`config.mk`:
```
export PLATFORM = sky130hd
export DESIGN_NAME = lfd_ram
export DESIGN_NICKNAME = d
export VERILOG_FILES = /design/src/hw/rtl/lfd_ram.sv
export SDC_FILE = /design/constraint.sdc
export NUM_CORES = 2
export LEC_CHECK = 0
export ABC_AREA = 0
export BUFFER_PORTS_ARGS = -buffer_cell sky130_fd_sc_hd__buf_2
export CORE_UTILIZATION = 55
export DETAILED_ROUTE_END_ITERATION = 7
export PLACE_DENSITY = 0.75
export SYNTH_ARGS = -nofsm -noshare
export SYNTH_HDL_FRONTEND = slang
export SYNTH_SLANG_ARGS = --single-unit
```
`constraint.sdc`:
```
create_clock -name clk_i -period 2.4 [get_ports clk_i]
set_input_delay 0.24 -clock clk_i [delete_from_list [all_inputs] [get_ports clk_i]]
set_output_delay 0.24 -clock clk_i [all_outputs]
set_load 0.005 [all_outputs]
```
`src/hw/rtl/lfd_ram.sv`:
```
// Generic single-port-write, single-port-read RAM with registered read data.
`timescale 1ns / 1ps
module lfd_ram #(
  parameter int WIDTH = 8,
  parameter int DEPTH = 512
) (
  input  logic                     clk_i,
  input  logic                     we_i,
  input  logic [$clog2(DEPTH)-1:0] waddr_i,
  input  logic [WIDTH-1:0]         wdata_i,
  input  logic [$clog2(DEPTH)-1:0] raddr_i,
  output logic [WIDTH-1:0]         rdata_o
);

  logic [WIDTH-1:0] mem_q [DEPTH];

  always_ff @(posedge clk_i) begin
    if (we_i) begin
      mem_q[waddr_i] <= wdata_i;
    end
    rdata_o <= mem_q[raddr_i];
  end

endmodule

```
==> impl_metrics.env <==
export IMPL_status="complete, but fails checks"
export IMPL_violations="DRC, setup timing"
export IMPL_clk_latency_ns=0.93
export IMPL_io_buffers=35
export IMPL_die_h_um=541
export IMPL_yosysWarnings=0
export IMPL_finalSetupViolations=3
export IMPL_synth_edff_count=4096
export IMPL_syn_inst=8030
export IMPL_seq_area_frac_synth_pct=77.0
export IMPL_netlist_top_cells_count="edfxtp_1 (4096), mux2i_1 (797), mux4_2 (654)"
export IMPL_path_buf_inv=2
export IMPL_powerDensity_nw_per_um2=798
export IMPL_routed_wl_mm=428
export IMPL_crit_start="mem_q[33][3]"
export IMPL_worstMarginPinSlew_ns=1.14
export IMPL_viasPerCell=6.56
export IMPL_grt_max_degree=132
export IMPL_htree_num_levels=5
export IMPL_synth_flop_cell="edfxtp_1"
export IMPL_startpoint_type="flop"
export IMPL_r2r_cells=9
export IMPL_fin_util_pct=65.5
export IMPL_skew_ns=0.0681
export IMPL_multi_input_area_sq_um=34400
export IMPL_fillCellCount=17777
export IMPL_yosys_area_top_type_share_pct=76.9
export IMPL_finalPower_mw=151
export IMPL_postLayoutSetupSlackWorst_ns=-0.0663
export IMPL_grt_pass1_vias=89201
export IMPL_grt_pass1_wl_mm=614
export IMPL_maxCapViolCount=0
export IMPL_fin_hold_ws_ns=0.234
export IMPL_timing_fmax_ghz=0.405
export IMPL_cts_buffers=396
export IMPL_die_area_sq_um=293000
export IMPL_path_depth=9
export IMPL_finalSetupTns_ns=-0.130
export IMPL_fin_crit_ns=2.47
export IMPL_r2r_setup_slack_ns=-0.07
export IMPL_routedWlPerCell_um=31.4
export IMPL_slowest_stage="nor4_4"
export IMPL_critPathMaxStageDelay_ns=0.43
export IMPL_slew_violations=0
export IMPL_rr_startpoint="mem_q[33][3]"
export IMPL_drt_pass1_iter_count=8
export IMPL_grt_ovfl_total=0
export IMPL_cts_root_buf="clkbuf_16"
export IMPL_synthMostInstantiatedCell="edfxtp_1"
export IMPL_gp_congestion=0.943
export IMPL_area_growth_pct=18.1
export IMPL_ys_top_cells_by_area="edfxtp_1 (77%), mux4_2 (9.2%), mux2i_1 (5.0%), o221ai_1 (2.0%), nor2_1 (1.4%)"
export IMPL_async_reset_ff_share_pct=0
export IMPL_seq_area_sq_um=123000
export IMPL_rows=197
export IMPL_critPathKind="flop to flop"
export IMPL_worstPathRequired_ns=3.26
export IMPL_ant_nets=0
export IMPL_drc=2
export IMPL_die_width_um=541
export IMPL_dp_final_hpwl_mm=268
export IMPL_ys_ff_latch=4104
export IMPL_cts_sinks=4104
export IMPL_clockBufferDepth=4
export IMPL_yosysTopAreaCell="edfxtp_1"
export IMPL_top_level_ports=36
export IMPL_avgSynthCellArea_sq_um=19.9
export IMPL_cp_end_kind="flop"
export IMPL_syn_area_sq_um=160000
export IMPL_cp_cell_sequence="mux2i_1 -> o221ai_2 -> buf_4 -> a21oi_1 -> nor4_4 -> buf_4 -> nand4_1 -> nor4_4 -> o2111a_1"
export IMPL_slew_headroom_pct=22.7
export IMPL_grt_setup_unrepaired="true"
export IMPL_cts_tree="yes"
export IMPL_ys_types=51
export IMPL_critical_path_top_delay_family="simple AND/OR/NAND/NOR gates"
export IMPL_finalCritPeriodShare_pct=103
export IMPL_vias=89299
export IMPL_initial_utilization_pct=55.4
export IMPL_fp_coreArea_sq_um=289000
export IMPL_crit_end="rdata_o[3]"
export IMPL_synth_nets=8058
export IMPL_nNetsFinal=9438
export IMPL_antenna_found_initial=31
export IMPL_hold_violations=0
export IMPL_crit_arrival_ns=3.33
export IMPL_hold_path_class="input pin to flop"
export IMPL_ir_worst_vdd_v=0.000651
export IMPL_rr_endpoint="rdata_o[3]"
export IMPL_leakage_nw=63.1
export IMPL_path_max_fanout=2
export IMPL_drive_gt1_share_pct=28.7
export IMPL_drt_iter0_drc=14050
export IMPL_clk_pin_slew_ns=0.07
export IMPL_track_usage_pct=28.9
==> area by class of cell <==
class	count	area share (%)
Sequential cell	4104	65.2
Multi-Input combinational cell	3410	18.2
Timing Repair Buffer	1495	7.09
Clock buffer	473	5.47
Tap cell	3880	2.57
Clock inverter	249	1.49
Antenna cell	9	0.0119
Inverter	3	0.00993
==> layer usage <==
metal	vias to the layer above	routed length [um]	track usage, %
met5	-	128	0
met4	18	20400	12.1
met3	1052	52800	6.17
met2	6449	202000	45.7
met1	45567	152000	39.4
li1	36213	-	-
==> cells in the final DEF (no fill, tap or decap), drive strengths merged, types with 111 or more instances in the layout <==
master,instances
mux2i,797
o21ai,119
mux4,654
clkinv,169
nor2,597
o22ai,163
buf,1487
clkbuf,473
edfxtp,4096
o221ai,372
a21oi,194
nand2,111
==> sequential cells by signal, summed over array words and instances (netlist names) <==
signal	count
rdata_o	8
mem_q	4096
==> power by group <==
part,switching (mW),total [mW],leakage (nW),internal [mW]
clock network,26.5,63.4,6.42,36.9
logic,5.20,8.33,19.8,3.13
registers,0.122,79.0,36.9,78.9
==> worst reg2reg max path, cell delays in order, from the launching register on <==
cell and delay [ns]:
edfxtp_1 0.36, mux2i_1 0.16, o221ai_2 0.28, buf_4 0.16
a21oi_1 0.11, nor4_4 0.26, buf_4 0.17, nand4_1 0.25
nor4_4 0.43, o2111a_1 0.23
==> cell families after synthesis <==
kind of cell	Yosys count	share of synthesized area (%)
flops	4104	77.0
mux	1451	14.2
simple gates	980	2.63
compound gates	979	4.31
buf+inv	516	1.85
==> metrics by stage <==
stage | cells | setup WS, ns | cell area, sq um
floorplan | 8030 | 0.188 | 160000
global placement | 12883 | -1.36 | 175000
detailed placement | 12883 | -1.29 | 175000
CTS | 13613 | -0.0955 | 189000
global route | 13619 | -0.0327 | 189000
finish | 13623 | -0.0663 | 189000
==> what timing repair did <==
item | 4_1_cts | 5_1_grt
endpoints found under the hold margin | 871 | 0
hold buffers | 8 | 0
setup buffers | 0 | 1
pin swaps | 8 | 15
endpoints found under the setup margin | 8 | 8
gates resized for setup | 30 | 41
==> worst min path at each step <==
| stage | start | endpoint | slack, ns | cells past startpoint |
|---|---|---|---|---|
| 6_report | waddr_i[3] | mem_q[210][2] | 0.23 | 5 |
| 5_1_grt | waddr_i[4] | mem_q[143][6] | 0.21 | 5 |
| 4_1_cts | waddr_i[4] | mem_q[143][6] | 0.16 | 5 |
| 3_5_place_dp | wdata_i[3] | mem_q[187][3] | 0.62 | 1 |
| 3_3_place_gp | wdata_i[2] | mem_q[2][2] | 0.62 | 1 |
| 2_1_floorplan | wdata_i[0] | mem_q[0][0] | 0.34 | 0 |
Note: power is estimated with default switching activity, not from simulation.
