<file path="src/hw/rtl/lfd_pkg.sv">
// Shared constants, codes and types of the length-prefixed frame deframer.
`timescale 1ns / 1ps
package lfd_pkg;

  // Byte buffer size for both the accumulator and the stored frame.
  localparam int BUF_BYTES  = 512;
  localparam int ADDR_W     = $clog2(BUF_BYTES);
  localparam int CNT_W      = $clog2(BUF_BYTES + 1);
  localparam int TOT_W      = 17;

  // Frame layout: length high byte at position 6, low byte at 7, total adds 11.
  localparam int LEN_HI_POS = 6;
  localparam int LEN_LO_POS = 7;
  localparam int LEN_OFFSET = 11;

  // Result queue in front of the output port.
  localparam int OUT_DEPTH  = 3;
  localparam int OUT_PTR_W  = $clog2(OUT_DEPTH);
  localparam int OUT_CNT_W  = $clog2(OUT_DEPTH + 1);

  localparam int CFG_AW     = 1;
  localparam logic [CFG_AW-1:0] CFG_HEAD = 1'b0;
  localparam logic [CFG_AW-1:0] CFG_TAIL = 1'b1;

  typedef enum logic [1:0] {
    CMD_PUSH  = 2'd0,
    CMD_READ  = 2'd1,
    CMD_FLUSH = 2'd2
  } cmd_e;

  typedef enum logic [2:0] {
    ST_DROP     = 3'd0,
    ST_STORED   = 3'd1,
    ST_GOOD     = 3'd2,
    ST_BAD_TAIL = 3'd3,
    ST_OVERFLOW = 3'd4,
    ST_DONE     = 3'd5
  } status_e;

  typedef struct packed {
    status_e          status;
    logic             ready;
    logic [CNT_W-1:0] len;
    logic [7:0]       rdata;
  } res_t;

endpackage

</file>
<file path="src/hw/rtl/lfd_out_fifo.sv">
// Small result queue that decouples the output port from the processing stage.
`timescale 1ns / 1ps
module lfd_out_fifo (
  input  logic                          clk_i,
  input  logic                          rst_ni,
  input  logic                          push_i,
  input  lfd_pkg::res_t                 push_data_i,
  input  logic                          pop_i,
  output logic                          valid_o,
  output lfd_pkg::res_t                 data_o,
  output logic [lfd_pkg::OUT_CNT_W-1:0] count_o
);
  import lfd_pkg::*;

  res_t                 entry_q [OUT_DEPTH];
  logic [OUT_PTR_W-1:0] rd_ptr_q, rd_ptr_d;
  logic [OUT_PTR_W-1:0] wr_ptr_q, wr_ptr_d;
  logic [OUT_CNT_W-1:0] cnt_q, cnt_d;
  logic                 do_pop;

  assign valid_o = (cnt_q != '0);
  assign data_o  = entry_q[rd_ptr_q];
  assign count_o = cnt_q;
  assign do_pop  = pop_i && valid_o;

  always_comb begin
    rd_ptr_d = rd_ptr_q;
    wr_ptr_d = wr_ptr_q;
    if (do_pop) begin
      rd_ptr_d = (rd_ptr_q == OUT_PTR_W'(OUT_DEPTH - 1)) ? '0 : rd_ptr_q + 1'b1;
    end
    if (push_i) begin
      wr_ptr_d = (wr_ptr_q == OUT_PTR_W'(OUT_DEPTH - 1)) ? '0 : wr_ptr_q + 1'b1;
    end
    cnt_d = cnt_q + OUT_CNT_W'(push_i) - OUT_CNT_W'(do_pop);
  end

  always_ff @(posedge clk_i or negedge rst_ni) begin
    if (!rst_ni) begin
      rd_ptr_q <= '0;
      wr_ptr_q <= '0;
      cnt_q    <= '0;
    end else begin
      rd_ptr_q <= rd_ptr_d;
      wr_ptr_q <= wr_ptr_d;
      cnt_q    <= cnt_d;
    end
  end

  always_ff @(posedge clk_i) begin
    if (push_i) begin
      entry_q[wr_ptr_q] <= push_data_i;
    end
  end

  // The producer reserves space one stage ahead, so a push never meets a full queue.
  a_no_overrun: assert property (@(posedge clk_i) disable iff (!rst_ni)
    (push_i && !do_pop) |-> (cnt_q != OUT_CNT_W'(OUT_DEPTH)))
    else $error("result pushed into a full queue");

  a_cnt_range: assert property (@(posedge clk_i) disable iff (!rst_ni)
    cnt_q <= OUT_CNT_W'(OUT_DEPTH))
    else $error("result queue count out of range");

  a_cnt_step: assert property (@(posedge clk_i) disable iff (!rst_ni)
    (push_i && !do_pop) |=> (cnt_q == $past(cnt_q) + 1'b1))
    else $error("result queue count did not advance on push");

endmodule

</file>
<file path="config.mk">
export PLATFORM = sky130hd
export DESIGN_NAME = lfd_out_fifo
export DESIGN_NICKNAME = d
export VERILOG_FILES = /design/src/hw/rtl/lfd_pkg.sv /design/src/hw/rtl/lfd_out_fifo.sv
export SDC_FILE = /design/constraint.sdc
export NUM_CORES = 1
export LEC_CHECK = 0
export ABC_AREA = 1
export BUFFER_PORTS_ARGS = -buffer_cell sky130_fd_sc_hd__buf_2
export CORE_ASPECT_RATIO = 1.75
export CORE_MARGIN = 3
export CORE_UTILIZATION = 37
export CTS_CLUSTER_DIAMETER = 200
export DETAILED_ROUTE_END_ITERATION = 8
export SLEW_MARGIN = 10
export SYNTH_ARGS = -nofsm -noshare
export SYNTH_HDL_FRONTEND = slang
export SYNTH_SLANG_ARGS = --single-unit
export TNS_END_PERCENT = 20
</file>
<file path="constraint.sdc">
create_clock -name clk_i -period 2.5 [get_ports clk_i]
set_input_delay 0.125 -clock clk_i [delete_from_list [all_inputs] [get_ports clk_i]]
set_output_delay 0.125 -clock clk_i [all_outputs]
set_load 0.1 [all_outputs]
</file>
==> results of run 1 <==
[layer usage]
layer / vias up / global-route usage [%] / wire length, um
met2: 51 / 23.4 / 2990
met5: - / 0 / 0
met3: 10 / 4.74 / 285
li1: 867 / - / -
met1: 824 / 12.8 / 2040
met4: 0 / 7.06 / 99
[worst max-delay path: stages, from the launching register on]
cell,delay (ps)
dfrtp_1,600
inv_2,430
nand3_1,120
nand3_1,130
buf_2,430
[Yosys cell counts]
| cell type | number |
|---|---|
| buf_2 | 3 |
| buf_4 | 1 |
| buf_6 | 6 |
| dfrtp_1 | 6 |
| edfxtp_1 | 66 |
| ha_1 | 2 |
| inv_1 | 11 |
| inv_2 | 1 |
| nand2_1 | 56 |
| nand3_1 | 49 |
| nor2_1 | 2 |
| nor2_8 | 1 |
| o21ai_0 | 2 |
[stage by stage]
step	hold WS [ps]	cells
floorplan	-171	206
global placement	-39.0	337
detailed placement	-39.0	337
CTS	0.596	367
global route	0.927	367
finish	7.07	367
[cells by family after synthesis]
group,synth area share [%]
compound gates,0.359
flops,76.5
fa+ha+maj,0.898
simple gates,17.3
buf+inv,4.85
[how the worst min path moves through the flow]
| stage | startpoint | to | slack [ps] | cells after the start |
|---|---|---|---|---|
| floorplan | rst_ni | count_o[0]$_DFF_PN0_ | -170 | 0 |
| global placement | rst_ni | count_o[1]$_DFF_PN0_ | -40 | 1 |
| detailed placement | rst_ni | count_o[0]$_DFF_PN0_ | -40 | 1 |
| CTS | push_data_i[13] | entry_q[2][13]$_DFFE_PP_ | 0.6 | 1 |
| global route | push_data_i[15] | entry_q[1][15]$_DFFE_PP_ | 0.9 | 1 |
| finish | push_data_i[4] | entry_q[2][4]$_DFFE_PP_ | 7 | 1 |
[registers in the layout, summed over array words and instances, names as in the netlist]
signal / flops
entry_q: 66
count_o: 2
rd_ptr_q: 2
wr_ptr_q: 2
[cell type report]
cell class | instances | area share [%]
clock buffer | 9 | 6.23
clock inverter | 6 | 3.67
inverter | 12 | 1.25
multi-input combinational | 112 | 14.5
sequential | 72 | 59.0
tap | 86 | 2.98
timing repair buffer | 70 | 12.5
[layout by cell type (no fill, tap or decap), types with 2 or more instances in the layout]
cell type | synthesis | routed
nand2_1 | 56 | 55
buf_4 | 1 | 4
inv_1 | 11 | 11
dfrtp_1 | 6 | 6
buf_2 | 3 | 50
clkbuf_16 | 0 | 9
bufinv_16 | 0 | 4
ha_1 | 2 | 2
o21ai_0 | 2 | 2
nand3_1 | 49 | 49
dlygate4sd3_1 | 0 | 15
edfxtp_1 | 66 | 66
==> results.md, run 1 <==
- Status: complete, no violations
- Skew final: 4.42 ps
- Die Ht: 121 um
- Routed wire length: 5.41 mm
- Core footprint: 7280 um^2
- Grt ovf: 0
- Final worst path period share: 87.1%
- Post-CTS Repair Setup Buffers: 0
- Post-DRT Antenna Nets: 0
- Cells on worst reg2reg path: 4
- Startpoint Class: flip-flop
- Initial antenna violation count: 0
- Die area: 8650 um^2
- Critical Path RT: 2380 ps
- Port-buffer cells: 50
- Yosys cell types: 13
- Worst-case clock buffer depth: 2
- DRC Markers: 0
- Clk Latency, worst-skew pair: 330 ps
- CTS tree: yes
- Post-Syn Area: 2790 um^2
- Vias per inst: 4.77
- Reg clk slew, reported paths: 60 ps
- Largest net degree at the start of global routing: 25
- First-pass GRT wire length: 8.25 mm
- Final Max Slew Viols: 0
- Endpoints failing setup: 0
- First-pass detailed-route iteration total: 5
- Pre-CTS setup slack: 639 ps
- Cts repair resizes: 0
- Worst slew pin tran: 620 ps
- Final non-filler cell area: 3620 um^2
- Avg Cell Area, Syn: 13.5 um^2
- Syn nets: 234
- RSZ-0062 raised after global routing: no
- Nets: 305
- Slew margin rel.: 58.7%
- DRT iter0 DRCs: 79
- Initial core utilization: 38.2%
- Reg area: 2130 um^2
- CTS root buf: clkbuf_16
- Worst Hold Class: in2reg
- Share of layout cells above drive strength 1: 26.3%
- Final Worst Setup Slack: 322 ps
- Register bit count reported by yosys: 72
- Setup TNS: 0 ps
- Synth top area share: 71.2%
- CTS Buf Count: 9
- Gpl congestion: 0.710
- Fmax: 459 MHz
- Synth-to-Final Area Change: 29.8%
- R2r setup slk: 900 ps
- Top cells by area, synth: edfxtp_1, nand3_1, nand2_1, dfrtp_1, buf_6
- Gr usage total: 13.1%
- Detailed-route via count: 1752
- Crit end category: primary output
- Clock sink count: 72
- IO Count: 51
- Yosys warnings: 0
- Fill count: 631
- Reg2Reg Capture Point: entry_q[0][5]$_DFFE_PP_
- Critical path origin: rd_ptr_q[1]$_DFFE_PN0P_
- Crit path max fanout: 22
- Number of global-route vias before repair: 1711
- Routed wire length per instance: 14.7 um
- Final-report hold violation count: 0
- Max Cap Viol: 0
- Multi-input gate area: 523 um^2
- Mapped Cells: 206
- H-tree depth: 3
- Leading area contributor after synthesis: edfxtp_1
- Seq/Total Area, Yosys: 76.5%
- DP Area: 3110 um^2
- CP arrival: 2050 ps
- Post-layout util: 49.6%
- Post-DP HPWL: 3.51 mm
- Minimum clock period: 2180 ps
- Launch point of the worst reg-to-reg path: wr_ptr_q[1]$_DFFE_PN0P_
- # rows: 41
- Chip width: 71.6 um
- Critical path type: reg2out
- Hold buffers post-CTS: 15
- Diodes inserted: 0
- Worst Setup EP: data_o[9]
Power of run 1 is left out: the tool's default activity adds up to more than one toggle a clock period on the data nets, which glitch-free logic cannot reach.
==> run 2: changes to the inputs <==
--- a/config.mk
+++ b/config.mk
@@ -12,6 +12,7 @@
 export CORE_UTILIZATION = 37
 export CTS_CLUSTER_DIAMETER = 200
 export DETAILED_ROUTE_END_ITERATION = 8
+export PLACE_DENSITY_LB_ADDON = 0.15
 export SLEW_MARGIN = 10
 export SYNTH_ARGS = -nofsm -noshare
 export SYNTH_HDL_FRONTEND = slang
==> constraint.sdc (replaced) <==
create_clock -name clk_i -period 2.2 [get_ports clk_i]
set_input_delay 0.11 -clock clk_i [delete_from_list [all_inputs] [get_ports clk_i]]
set_output_delay 0.11 -clock clk_i [all_outputs]
set_load 0.1 [all_outputs]
==> run 2 against run 1 <==
Critical endpoint unchanged; global-route usage is 0.81 points higher; critical path depth stayed put; cell count is 1.6% higher; register-to-register slack worse by 140 ps; clock skew hardly changed.
==> results.md, run 2 (same netlist as run 1, synthesis figures left out) <==
- DRT iter0 DRCs: 62 (-22%)
- Launch point of the worst reg-to-reg path: wr_ptr_q[0]$_DFFE_PN0P_
- Gr usage total: 13.9% (+0.81 points)
- Number of global-route vias before repair: 1733 (+1.3%)
- R2r setup slk: 760 ps (-140 ps)
- Max Cap Viol: 0 (unchanged)
- Crit path max fanout: 22 (unchanged)
- Gpl congestion: 0.735 (+3.5%)
- Slowest cell delay on critical path: 460 ps (-140 ps)
- Cells on worst reg2reg path: 4 (unchanged)
- Nets: 313 (+2.6%)
- Synth-to-Final Area Change: 28.9%
- Vias per inst: 4.61 (-3.4%)
- Initial antenna violation count: 0 (unchanged)
- Worst slew pin tran: 491 ps (-129 ps)
- Minimum clock period: 1950 ps
- # rows: 41 (unchanged)
- Hold Startpoint: push_data_i[13]
- Routed wire length: 5.44 mm (+0.46%)
- Multi-input gate area: 523 um^2 (unchanged)
- Commonest cells after routing, fill and taps aside: edfxtp_1, nand2_1, buf_2
- Post-DRT Antenna Nets: 0 (unchanged)
- Diodes inserted: 0 (unchanged)
- Routed wire length per instance: 14.6 um (-1.2%)
- Clock sink count: 72 (unchanged)
- RSZ-0062 raised after global routing: no
- CTS tree: yes
- DRC Markers: 0 (unchanged)
- Worst-path cell chain: inv_2 > nand3_1 > nand3_1 > buf_2
- Endpoints failing setup: 0 (unchanged)
- Die area: 8650 um^2 (unchanged)
- Largest net degree at the start of global routing: 25 (unchanged)
- Critical Path RT: 2090 ps (-290 ps)
- Post-CTS Repair Setup Buffers: 0 (unchanged)
- Share of layout cells above drive strength 1: 25.4% (-0.90 points)
- Crit end category: primary output
- Clk Latency, worst-skew pair: 320 ps (about the same)
- Skew final: 4.48 ps (+0.0609 ps)
- Die Ht: 121 um (unchanged)
- Critical path type: reg2out
- Most used cell, CP: nand3_1
- Port-buffer cells: 50 (unchanged)
- Slew margin rel.: 67.5% (+8.8 points)
- CP arrival: 1840 ps (-210 ps)
- CTS Buf Count: 9 (unchanged)
- Status: complete, no violations
- Cts repair resizes: 0 (unchanged)
- Post-DP HPWL: 3.47 mm (-1.0%)
- Setup TNS: 0 ps (unchanged)
- First-pass detailed-route iteration total: 4 (-1)
- Reg2Reg Capture Point: entry_q[2][8]$_DFFE_PP_
- Final Max Slew Viols: 0 (unchanged)
- CTS root buf: clkbuf_16
- Detailed-route via count: 1720 (-1.8%)
- Final-report hold violation count: 0 (unchanged)
- Worst Hold End: entry_q[1][13]$_DFFE_PP_
- Grt ovf: 0 (unchanged)
- Reg clk slew, reported paths: 50 ps (about the same)
- First-pass GRT wire length: 8.69 mm (+5.4%)
- Max FFs per register: 66 (unchanged)
- Hold path cells: 1 (unchanged)
- Reg area: 2130 um^2 (+0.12%)
- Worst-case clock buffer depth: 2 (unchanged)
- Worst Hold Class: in2reg
- Leading cell type in the layout, fill and taps excluded: edfxtp_1
- Fill count: 678 (+7.4%)
- IO Count: 51 (unchanged)
- Startpoint Class: flip-flop
- Initial core utilization: 38.2% (unchanged)
- Fmax: 513 MHz
- Slowest-stage cell, CP: dfrtp_1
- Core footprint: 7280 um^2 (unchanged)
- Largest Register: entry_q
- Hold buffers post-CTS: 21 (+6)
- H-tree depth: 3 (unchanged)
- Chip width: 71.6 um (unchanged)
- Final worst path period share: 88.6%
-- run 2: changes by cell type in the layout (fill, tap and decap cells not counted), moves of 2 or more --
| cell | previous run | this run |
|---|---|---|
| buf_4 | 4 | 7 |
| clkbuf_1 | 0 | 2 |
| dlygate4sd3_1 | 15 | 21 |
| dfrtp_2 | 0 | 2 |
| dfrtp_1 | 6 | 4 |
| bufinv_16 | 4 | 1 |
-- run 2: worst max path at each step --
stage                             from                    to  slack [ps]  depth (start not counted)
6_report       rd_ptr_q[1]$_DFFE_PN0P_             data_o[9]         250                          4
5_1_grt        rd_ptr_q[1]$_DFFE_PN0P_             data_o[9]         100                          4
4_1_cts        rd_ptr_q[1]$_DFFE_PN0P_             data_o[9]         220                          4
3_5_place_dp   rd_ptr_q[1]$_DFFE_PN0P_             data_o[9]         570                          4
3_3_place_gp   rd_ptr_q[1]$_DFFE_PN0P_             data_o[9]         570                          4
2_1_floorplan     count_o[1]$_DFF_PN0_  count_o[1]$_DFF_PN0_          90                         10
-- run 2: critical path: cells and delay by family, from the launching register on --
| kind | cells | cell delay (ps) |
|---|---|---|
| and+or+nand+nor | 2 | 250 |
| DFF | 1 | 460 |
| buffers and inverters | 2 | 800 |
-- run 2: cell type report --
| type | instances | share of cell area (%) |
|---|---|---|
| clock buffer | 11 | 6.48 |
| clock inverter | 2 | 0.941 |
| inverter | 12 | 1.25 |
| multi-input combinational | 112 | 14.6 |
| sequential | 72 | 59.5 |
| tap | 86 | 3.00 |
| timing repair buffer | 78 | 14.3 |
-- run 2: metrics by stage --
step	setup WS [ps]	cell area (um^2)	util [%]	hold slack [ps]	instances
global route	97.1	3590	49.3	3.69	373
floorplan	87.6	2790	-	-186	206
CTS	220	3590	49.3	5.97	373
global placement	574	3110	42.7	-51.1	339
detailed placement	572	3110	42.7	-48.0	339
finish	251	3590	49.3	12.4	373
-- run 2: layer usage --
layer	vias to the layer above	track usage, %	share of wire [%]
met5	-	0	0
met4	0	7.76	1.7
met3	7	3.16	4.8
met2	41	24.4	57
met1	790	15.1	36
li1	882	-	-
Power of run 2 is left out for the same reason.
==> run 3: changes to the inputs <==
--- a/config.mk
+++ b/config.mk
@@ -9,7 +9,7 @@
 export BUFFER_PORTS_ARGS = -buffer_cell sky130_fd_sc_hd__buf_2
 export CORE_ASPECT_RATIO = 1.75
 export CORE_MARGIN = 3
-export CORE_UTILIZATION = 37
+export CORE_UTILIZATION = 54
 export CTS_CLUSTER_DIAMETER = 200
 export DETAILED_ROUTE_END_ITERATION = 8
 export PLACE_DENSITY_LB_ADDON = 0.15
==> run 3 against run 2 <==
Clock skew increased by 2.1 ps; wire length decreased by 5.3%; register-to-register slack got worse by 50 ps; largest cell class unchanged; design area down 3.8%; count of clock-buffer cells in the layout decreased by 2; non-clock buffer count unchanged; hold slack gained 19 ps; die area fell by 30%.
==> results.md, run 3 (same netlist as run 1, synthesis figures left out) <==
- Startpoint Class: flip-flop
- Reg2Reg Capture Point: count_o[1]$_DFF_PN0_
- Slew margin rel.: 67.5% (about the same)
- Initial antenna violation count: 0 (unchanged)
- Detailed-route via count: 1793 (+4.2%)
- Clock sink count: 72 (unchanged)
- Post-DP HPWL: 3.19 mm (-8.1%)
- Share of layout cells above drive strength 1: 25.9% (+0.43 points)
- Die area: 6090 um^2 (-30%)
- Leading cell type in the layout, fill and taps excluded: edfxtp_1
- Setup TNS: 0 ps (unchanged)
- Post-DRT Antenna Nets: 0 (unchanged)
- CTS root buf: clkbuf_8
- Synth-to-Final Area Change: 23.9%
- Skew final: 6.56 ps (+2.08 ps)
- Final-report hold violation count: 0 (unchanged)
- Chip width: 60.3 um (-16%)
- CTS tree: yes
- Post-layout util: 69.4% (+20 points)
- First-pass detailed-route iteration total: 4 (unchanged)
- Hold path cells: 2 (+1)
- Core footprint: 4980 um^2 (-32%)
- R2r setup slk: 710 ps (-50 ps)
- Largest net degree at the start of global routing: 24 (-4.0%)
- Max Cap Viol: 0 (unchanged)
- Worst-case clock buffer depth: 2 (unchanged)
- Gpl congestion: 0.752 (+2.2%)
- Critical path type: reg2out
- Fmax: 499 MHz (-2.7%)
- Crit end category: primary output
- # rows: 34 (-17%)
- Number of global-route vias before repair: 1808 (+4.3%)
- Launch point of the worst reg-to-reg path: count_o[1]$_DFF_PN0_
- Crit path max fanout: 23 (+4.5%)
- Nets: 313 (unchanged)
- Met2 wire length: 2.88 mm (-7.6%)
- Largest Register: entry_q
- First-pass GRT wire length: 8.29 mm (-4.5%)
- Metal-1 WL: 1.87 mm (-4.5%)
- Routed wire length per instance: 15.0 um (+2.7%)
- RSZ-0062 raised after global routing: no
- Routed wl met3: 246 um (-6.1%)
- Cells on worst reg2reg path: 10 (+6)
- Hold Slack: 31.4 ps (+19.0 ps)
- Endpoints failing setup: 0 (unchanged)
- Fill count: 364 (-46%)
- Routed wire length: 5.15 mm (-5.3%)
- Initial core utilization: 56.0% (+18 points)
- Final Max Slew Viols: 0 (unchanged)
- Reg clk slew, reported paths: 70 ps (+20 ps)
- DRT iter0 DRCs: 36 (-42%)
- Hold Startpoint: push_i
- CP arrival: 1890 ps (+50 ps)
- Critical Path RT: 2090 ps (about the same)
- Die Ht: 101 um (-16%)
- Port-buffer cells: 50 (unchanged)
- DRC Markers: 0 (unchanged)
- Worst Hold End: wr_ptr_q[0]$_DFFE_PN0P_
- IO Count: 51 (unchanged)
- Worst slew pin tran: 491 ps (+0.446 ps)
- Diodes inserted: 0 (unchanged)
- CTS Buf Count: 9 (unchanged)
- Gr usage total: 19.4% (+5.5 points)
- Max FFs per register: 66 (unchanged)
- Final worst path period share: 91.1% (+2.5 points)
- Status: complete, no violations
- Top sig layer: met4
- H-tree depth: 3 (unchanged)
- Vias per inst: 5.21 (+13%)
- Commonest cells after routing, fill and taps aside: edfxtp_1, nand2_1, buf_2
- Worst Hold Class: in2reg
- Clk Latency, worst-skew pair: 330 ps (about the same)
- Grt ovf: 0 (unchanged)
- Minimum clock period: 2000 ps (+54.7 ps)
[run 3: final cells by class]
cell class	instances	area [um^2]	share of cell area [%]
Timing Repair Buffer	78	518	15.0
Sequential cell	72	2140	61.9
Clock buffer	9	124	3.59
Tap cell	54	67.6	1.96
Inverter	12	45.0	1.30
Clock inverter	7	38.8	1.12
Multi-Input combinational cell	112	523	15.2
[run 3: stage by stage]
| step | cells | cell area [um^2] | setup WS (ps) |
|---|---|---|---|
| 4_1_cts | 344 | 3450 | 72.6 |
| 6_report | 344 | 3450 | 197 |
| 3_5_place_dp | 305 | 3060 | 432 |
| 5_1_grt | 344 | 3450 | 106 |
| 2_1_floorplan | 206 | 2790 | 87.6 |
| 3_3_place_gp | 305 | 3060 | 457 |
[run 3: how the worst max path moves through the flow]
stage                            start  depth (start not counted)  slack (ps)              endpoint
5_1_grt        rd_ptr_q[1]$_DFFE_PN0P_                          4         110            data_o[20]
4_1_cts        rd_ptr_q[0]$_DFFE_PN0P_                          4          70            data_o[14]
3_5_place_dp   rd_ptr_q[0]$_DFFE_PN0P_                          4         430            data_o[14]
2_1_floorplan     count_o[1]$_DFF_PN0_                         10          90  count_o[1]$_DFF_PN0_
3_3_place_gp   rd_ptr_q[0]$_DFFE_PN0P_                          4         460            data_o[14]
6_report       rd_ptr_q[0]$_DFFE_PN0P_                          4         200            data_o[14]
[run 3: routing by layer]
metal,global-route usage [%],up-vias
met4,9.73,0
met1,21.0,843
met5,0,-
met2,34.1,53
met3,4.49,13
li1,-,884
[run 3: critical path, stage by stage (launching register included)]
cell,delay (ps)
dfrtp_2,520
nor2_8,360
nand2_1,160
nand3_1,100
buf_2,420
[run 3: timing repair]
action,in CTS,in global routing
endpoints found under the hold margin,72,0
hold buffers,23,0
setup endpoints to repair,0,8
buffers inserted,0,0
gates resized for setup,0,1
Power of run 3 is left out for the same reason.
